$ cat config.mk
export PLATFORM = sky130hd
export DESIGN_NAME = afk_trig
export DESIGN_NICKNAME = d
export VERILOG_FILES = /design/src/hw/rtl/afk_pkg.sv /design/src/hw/rtl/afk_trig.sv
export SDC_FILE = /design/constraint.sdc
export NUM_CORES = 2
export LEC_CHECK = 0
export BUFFER_PORTS_ARGS = -buffer_cell sky130_fd_sc_hd__buf_2
export CAP_MARGIN = 20
export CORE_MARGIN = 3
export CORE_UTILIZATION = 50
export CTS_BUF_LIST = sky130_fd_sc_hd__clkbuf_8
export DETAILED_ROUTE_END_ITERATION = 16
export GPL_TIMING_DRIVEN = 0
export PLACE_DENSITY = 0.65
export SLEW_MARGIN = 15
export SYNTH_ARGS = -nofsm -noshare
export SYNTH_HDL_FRONTEND = slang
export SYNTH_SLANG_ARGS = --single-unit
$ cat constraint.sdc
create_clock -name clk -period 9.9 [get_ports clk]
set_clock_uncertainty 0.15 [all_clocks]
set_input_delay 1.98 -clock clk [delete_from_list [all_inputs] [get_ports clk]]
set_output_delay 1.98 -clock clk [all_outputs]
set_load 0.05 [all_outputs]
$ cat src/hw/rtl/afk_pkg.sv
`timescale 1ns / 1ps

package afk_pkg;

    localparam int POS_W  = 24;
    localparam int ANG_W  = 16;
    localparam int LEN_W  = 16;
    localparam int SUM_W  = 18;
    localparam int TRIG_W = 33;
    localparam int CFG_INDEX_W = 2;
    localparam int CFG_DATA_W  = 16;
    localparam int MAX_STEPS   = 24;

    localparam int ANGLE_TURN = 23040;
    localparam int HALF_TURN  = 11520;

    localparam logic [31:0] CORDIC_GAIN_Q30 = 32'd652032874;

    localparam logic [LEN_W-1:0] BASE_HEIGHT_RESET = 16'd256;
    localparam logic [LEN_W-1:0] UPPER_ARM_RESET   = 16'd1280;
    localparam logic [LEN_W-1:0] LOWER_ARM_RESET   = 16'd1280;
    localparam logic [LEN_W-1:0] HAND_RESET        = 16'd256;

    localparam logic [29:0] ATAN_TABLE [MAX_STEPS] = '{
        30'd536870912, 30'd316933406, 30'd167458907, 30'd85004756,
        30'd42667331, 30'd21354465, 30'd10680862, 30'd5340245,
        30'd2670163, 30'd1335087, 30'd667544, 30'd333772,
        30'd166886, 30'd83443, 30'd41722, 30'd20861,
        30'd10430, 30'd5215, 30'd2608, 30'd1304,
        30'd652, 30'd326, 30'd163, 30'd81
    };

    typedef enum logic [CFG_INDEX_W-1:0] {
        CFG_BASE_HEIGHT = 2'd0,
        CFG_UPPER_ARM   = 2'd1,
        CFG_LOWER_ARM   = 2'd2,
        CFG_HAND        = 2'd3
    } cfg_index_t;

    typedef logic signed [SUM_W-1:0]  angle_sum_t;
    typedef logic signed [TRIG_W-1:0] trig_t;
    typedef logic signed [POS_W-1:0]  pos_t;

endpackage

$ cat src/hw/rtl/afk_trig.sv
`timescale 1ns / 1ps

module afk_trig #(
    parameter int ITER = 16
) (
    input  logic               clk,
    input  logic               en,
    input  afk_pkg::angle_sum_t angle,
    output afk_pkg::trig_t     cos_q30,
    output afk_pkg::trig_t     sin_q30
);
    import afk_pkg::*;

    localparam int STEPS = (ITER > MAX_STEPS) ? MAX_STEPS : ITER;
    localparam logic [58:0] FRAC_RECIP = 59'd763549742;

    logic [14:0] r_reg, r_next;
    logic [8:0]  q_reg, q_next;
    logic [5:0]  m_reg, m_next;
    logic [31:0] t_reg, t_next;
    trig_t       x_reg [0:STEPS];
    trig_t       y_reg [0:STEPS];
    trig_t       z_reg [0:STEPS];
    logic        neg_reg [0:STEPS];
    trig_t       cos_reg, sin_reg;

    logic [17:0] wrap;
    logic [30:0] q_prod;
    logic [28:0] frac_num;
    logic [58:0] frac_prod;
    logic [31:0] folded;

    always_comb
    begin
        wrap = 18'($unsigned(angle) + 18'(5 * ANGLE_TURN));
        if (wrap >= 18'(8 * ANGLE_TURN)) wrap = wrap - 18'(8 * ANGLE_TURN);
        if (wrap >= 18'(4 * ANGLE_TURN)) wrap = wrap - 18'(4 * ANGLE_TURN);
        if (wrap >= 18'(2 * ANGLE_TURN)) wrap = wrap - 18'(2 * ANGLE_TURN);
        if (wrap >= 18'(ANGLE_TURN)) wrap = wrap - 18'(ANGLE_TURN);
        r_next = wrap[14:0];
    end

    // The remainder is split as 45 * q + m so the binary angle is q * 2^23 plus a
    // fraction below 2^23.
    assign q_prod    = 31'(r_reg) * 31'd46604;
    assign q_next    = q_prod[29:21];
    assign m_next    = 6'(r_reg - 15'(q_next) * 15'd45);
    assign frac_num  = {m_reg, 23'd0} + 29'd22;
    assign frac_prod = 59'(frac_num) * FRAC_RECIP;
    assign t_next    = {q_reg, frac_prod[57:35]};
    assign folded    = {t_reg[31] ^ (t_reg[31] ^ t_reg[30]), t_reg[30:0]};

    always_ff @(posedge clk)
    begin
        if (en)
        begin
            r_reg      <= r_next;
            q_reg      <= q_next;
            m_reg      <= m_next;
            t_reg      <= t_next;
            neg_reg[0] <= t_reg[31] ^ t_reg[30];
            x_reg[0]   <= TRIG_W'(CORDIC_GAIN_Q30);
            y_reg[0]   <= '0;
            z_reg[0]   <= TRIG_W'($signed(folded));
            cos_reg    <= neg_reg[STEPS] ? -x_reg[STEPS] : x_reg[STEPS];
            sin_reg    <= neg_reg[STEPS] ? -y_reg[STEPS] : y_reg[STEPS];
        end
    end

    for (genvar i = 0; i < STEPS; i++)
    begin : g_step
        always_ff @(posedge clk)
        begin
            if (en)
            begin
                neg_reg[i+1] <= neg_reg[i];
                if (!z_reg[i][TRIG_W-1])
                begin
                    x_reg[i+1] <= x_reg[i] - (y_reg[i] >>> i);
                    y_reg[i+1] <= y_reg[i] + (x_reg[i] >>> i);
                    z_reg[i+1] <= z_reg[i] - TRIG_W'(ATAN_TABLE[i]);
                end
                else
                begin
                    x_reg[i+1] <= x_reg[i] + (y_reg[i] >>> i);
                    y_reg[i+1] <= y_reg[i] - (x_reg[i] >>> i);
                    z_reg[i+1] <= z_reg[i] + TRIG_W'(ATAN_TABLE[i]);
                end
            end
        end
    end

    assign cos_q30 = cos_reg;
    assign sin_q30 = sin_reg;

endmodule

# [Yosys cells after proc, flatten, opt, wreduce, memory -nomap -nowiden]
# Memory sizes are Yosys's and may differ from the RTL's.
# Index checks and enable logic that the tools add are counted.
[classes] n_reduce_logical=0 mul=3 div_mod_pow=0 n_shift=0 muxes=152 bitwise_logic=50 order_cmp=4 n_addsub=104 eq_ne=0
[ops] operator="$mux 33" n=50
[ops] operator="$mux 1" n=98
[ops] operator="$add 33x18->33" n=2
[ops] operator="$add 33x19->33" n=2
[ops] operator="$add 33x20->33" n=2
[ops] operator="$add 33x21->33" n=2
[ops] operator="$add 33x22->33" n=2
[ops] operator="$add 33x23->33" n=2
[ops] operator="$add 33x24->33" n=2
[ops] operator="$add 33x25->33" n=2
[ops] operator="$add 33x26->33" n=2
[ops] operator="$add 33x27->33" n=2
[ops] operator="$add 33x28->33" n=2
[ops] operator="$add 33x29->33" n=2
[ops] operator="$add 33x30->33" n=2
[ops] operator="$add 33x31->33" n=2
[ops] operator="$add 33x32->33" n=2
[ops] operator="$neg 33->33" n=2
[ops] operator="$sub 33x18->33" n=2
[ops] operator="$sub 33x19->33" n=2
[ops] operator="$sub 33x20->33" n=2
[ops] operator="$sub 33x21->33" n=2
[ops] operator="$sub 33x22->33" n=2
[ops] operator="$sub 33x23->33" n=2
[ops] operator="other kinds (61)" n=121
[totals] regBits=128 output_inout_bits=66 latchBits=0 ram_bits=1700 n_memories=4 mem_bits_ro=0
[memory_table] name="x_reg" depth=17 width=33 rd=17 rd_ports_with_merged_regs=0 wr=17 line_no="afk_trig.sv:21" text="trig_t x_reg [0:STEPS];"
[memory_table] name="y_reg" depth=17 width=33 rd=17 rd_ports_with_merged_regs=0 wr=17 line_no="afk_trig.sv:22" text="trig_t y_reg [0:STEPS];"
[memory_table] name="z_reg" depth=17 width=33 rd=16 rd_ports_with_merged_regs=0 wr=17 line_no="afk_trig.sv:23" text="trig_t z_reg [0:STEPS];"
[memory_table] name="neg_reg" depth=17 width=1 rd=17 rd_ports_with_merged_regs=0 wr=17 line_no="afk_trig.sv:24" text="logic neg_reg [0:STEPS];"

# [Logic depth before layout (Yosys ltp)]
[depth] depth_word=9 ltp_mapped=30

# [Worst setup path after synthesis]
# OpenSTA, ideal clock, no wires.
[synth_path] path_type="register to register" start="reg r_reg[1]" end="reg m_reg[5] (data pin)" stages_incl_launch_ff=26 path_buffers=0 period_less_slack_ns=7.583 t_arrival_ns=7.175 slack_ns=2.317 cell_sequence="edfxtp_1 ha_1 fa_1 fa_1 fa_1 fa_1 inv_1 fa_1 inv_1 ha_1 a211o_1 nor3b_1 o211ai_1 a31o_2 o41ai_1 xnor2_1 ha_1 ha_1 fa_1 ha_1 inv_1 ha_1 a21oi_1 xnor2_1 xnor2_1 xnor2_1"
[synth_between] elab_chain_len=3
[synth_rtl] element="start, declared" line_no="afk_trig.sv:17" text="logic [14:0] r_reg, r_next;"
[synth_rtl] element="start signal, assigned" line_no="afk_trig.sv:57" text="r_reg <= r_next;"
[synth_rtl] element="$mul 15x14->28" line_no="afk_trig.sv:45" text="assign q_prod = 31'(r_reg) * 31'd46604;"
[synth_rtl] element="via q_prod[25]" line_no="afk_trig.sv:28" text="logic [30:0] q_prod;"
[synth_rtl] element="$mul 9x6->6" line_no="afk_trig.sv:47" text="assign m_next = 6'(r_reg - 15'(q_next) * 15'd45);"
[synth_rtl] element="$sub 6x6->6" line_no="afk_trig.sv:47"
[synth_rtl] element="via m_next[5]" line_no="afk_trig.sv:19" text="logic [5:0] m_reg, m_next;"
[synth_rtl] element="end signal, assigned" line_no="afk_trig.sv:59" text="m_reg <= m_next;"
[synth_rtl] element="end, declared" line_no="afk_trig.sv:19"
# The timed path passes the listed nets, and every way through them passes these cells.
# A chain may end at the register's enable or synchronous reset.

==> metrics <==
Hold Fails Final Rpt=0; register area=0.0482 mm²; Final nets=~15000; unrepaired setup endpoints after global routing=no; Setup WS pre-CTS=-1720 ps; max-slew violations=0; Detail Placement HPWL=270000 µm; GP Congestion=0.940; CP max-delay cell=a2111oi_0; first-pass GRT wire length=533000 µm; later-pin clock latency in the skew report=about 1000 ps; type of the most critical hold path=flop to flop; Initial Utilization=50.4%; Yosys warnings=0; R2R Path End=m_reg[5]; clock slew at reported path FFs=roughly 60 ps; CP Buf/Inv Count=6; Die Wd=just over 500 µm; CP arrival=around 9700 ps; Max Cap Violations=0; cts repair resizes=0; Clock Tree Buf Depth=4; Crit Path Class=input port to flop; # Post-CTS Setup Buffers=0; reg2reg start=r_reg[1]; layout cells sized above 1=under 10%; hold buffer count at cts=0; Final Critical Period=between 9000 and 10000 ps; R2R cell count=25; ANT nets after route=0; Post-Route WL=about 340000 µm; crit-path leading delay family=compound AO/OA/AOI/OAI gates; gr ovfl total=0; Tightest Pin Transition=around 1000 ps; fin crit share=between 90% and 100%; H-tree Lvls=5; Worst Min Path Start=t_reg[3]; Cell Chain, Critical Path=buf_8 -> buf_16 -> buf_2 -> nand2_1 -> inv_1 -> clkbuf_1 -> buf_2 -> ha_1 -> a21oi_1 -> o21ai_0 -> a2111oi_0 -> o31ai_1 -> nor4_1 -> o31ai_1 -> o41ai_1 -> o2111a_1 -> nor3_1 -> a2111oi_0 -> a21oi_1 -> nor2_1 -> xnor2_1; f_max=0.110 GHz; post-synth top area cell=edfxtp_1; EDFF count, synth=roughly 1600; IO buf count=85; CP endpoint kind=flop; register area share after synthesis=37.1%; number of flip-flops in the largest register=496; Multi-input gate area=approximately 0.078 mm²; synthesis-to-finish area growth=8.70%; Worst setup SP type=input port; Syn Nets=about 15000; Vias=99700; Async SR Flop Fraction=0%; largest cells by area after synthesis=edfxtp_1 37%, ha_1 16%, xnor2_1 9.3%; initial DRC count=6822; vias in the first global route=approximately 100000; Synth cell types=between 80 and 90; Hold Crit Endpoint=z_reg[0][3]; io pins=86; Die ar.=0.266 mm²; mapped cell area=~0.13 mm²; GRT Total Usage=24.9%; cell count after synthesis=~13000; drc violations=0; Max stage delay on crit path=around 660 ps; syn_area_per_cell=approximately 10 µm²; Crit path required time=roughly 10000 ps; Setup WS post-layout=about 770 ps; register bit total from synthesis=approximately 1600; CP max FO=80; root buf cell=clkbuf_8; run status=completed; final setup vio count=0; placed cell count=16500; Via density=5.84; core area=roughly 0.26 mm²; CTS Buf Count=roughly 290; Worst slew margin=between 20% and 30%; Top FF cell, synth=edfxtp_1; CTS tree=built; antenna violations before repair=4; post-synth top area share=between 30% and 40%; Site Rows=around 190; Hold Crit Depth=0; CTS Sinks=1605; Finished Layout Cells=~17000; Util after Layout=a little over half; chip height=between 500 and 600 µm; wire per inst=roughly 20 µm; TritonRoute pass-1 iters=7; largest net degree at the start of global routing=99; FILL cells=about 23000; Reg2Reg Setup Slack=around 1700 ps
==> synthesized netlist by cell type, drive strengths merged, types with 28 or more instances <==
library cell	instances
o2111ai	33
a41oi	29
and2	70
nand3b	30
o21a	216
fa	118
nand2	776
nor3	355
o21bai	123
a21boi	62
xor2	489
or3	127
or4	48
o31ai	142
edfxtp	1605
a211o	53
a311o	28
nor3b	75
a21oi	1050
inv	679
a31o	44
nand2b	266
or2	51
nand3	264
xnor2	1373
nor4	80
a21o	341
o21ai	643
and3	141
o41ai	76
buf	37
nor2b	137
mux2	44
a211oi	100
o31a	34
o211ai	39
clkbuf	127
a31oi	108
nor2	1077
nand4	35
mux2i	64
ha	1618
==> worst reg2reg max path, cell delays in order (launching register included) <==
cell and delay, ps:
edfxtp_1 550, ha_1 410, fa_1 480, fa_1 510, fa_1 430, fa_1 490, inv_1 50, fa_1 490
inv_1 40, ha_1 280, a211o_1 310, nor3b_1 190, o211ai_1 180, a31o_2 280, o41ai_1 600, xnor2_1 190
ha_1 330, ha_1 320, fa_1 510, ha_1 290, inv_1 40, ha_1 310, a21oi_1 180, xnor2_1 160
xnor2_1 100, xnor2_1 140
==> cells by family (layout without fill, tap and decap cells) <==
family / Yosys count / count (layout) / share of synthesized area [%]
AO/OA/AOI/OAI: 3286 / 3286 / 16.2
XOR/XNOR: 1862 / 1862 / 12.6
adder cells (fa/ha/maj): 1736 / 1736 / 17.4
buffers and inverters: 848 / 1490 / 2.46
flip-flops: 1605 / 1605 / 37.1
multiplexers: 108 / 108 / 0.881
other: 0 / 2 / 0
AND/OR/NAND/NOR: 3577 / 3577 / 13.3
==> per-stage QoR <==
stage	setup TNS, ps	cell area (µm²)	hold WS (ps)
after detailed placement	-55940	135000	255
after global routing	0	141000	264
after global placement	-8643670	134000	252
final	0	141000	234
after CTS	0	141000	236
after floorplan	0	130000	250
==> cell usage in the layout, fill, tap and decap left out, types with 141 or more instances in the layout <==
master,netlist,layout
ha_1,1618,1618
edfxtp_1,1605,1605
xnor2_1,1373,1373
nor2_1,1076,1076
a21oi_1,1050,1050
nand2_1,776,775
inv_1,679,750
o21ai_0,641,641
xor2_1,489,489
nor3_1,355,355
a21o_1,341,341
clkbuf_8,0,302
nand2b_1,266,266
nand3_1,264,264
o21a_1,216,216
o31ai_1,142,142
and3_1,141,141
==> layer usage <==
| metal | vias to the layer above | global-route usage, % | part of all wire [%] |
|---|---|---|---|
| met5 | - | 0 | 0 |
| met4 | 0 | 12.3 | 5.2 |
| met3 | 855 | 2.71 | 4.3 |
| met2 | 2635 | 44.5 | 50 |
| met1 | 47300 | 29.5 | 41 |
| li1 | 48900 | - | - |
==> final cells by class <==
class | instances | area share (%)
antenna | 2 | 0.00355
inverter | 684 | 1.82
multi-input combinational | 10600 | 55.6
clock inverter | 220 | 1.11
sequential | 1605 | 34.2
buffer | 162 | 0.500
tap | 3384 | 3.00
clock buffer | 302 | 2.95
timing repair buffer | 122 | 0.884
==> worst max-delay path by stage <==
stage,startpoint,endpoint,slack (ps),cells after the start
after global routing,en,z_reg[4][32],410,21
after detailed placement,en,z_reg[4][32],-1720,23
after CTS,en,z_reg[4][32],230,22
after global placement,en,z_reg[4][32],-6500,22
final,en,z_reg[4][32],770,21
after floorplan,r_reg[1],m_reg[5],2320,25
Power is left out: the tool's default activity adds up to more than one toggle a clock period on the data nets, which glitch-free logic cannot reach.
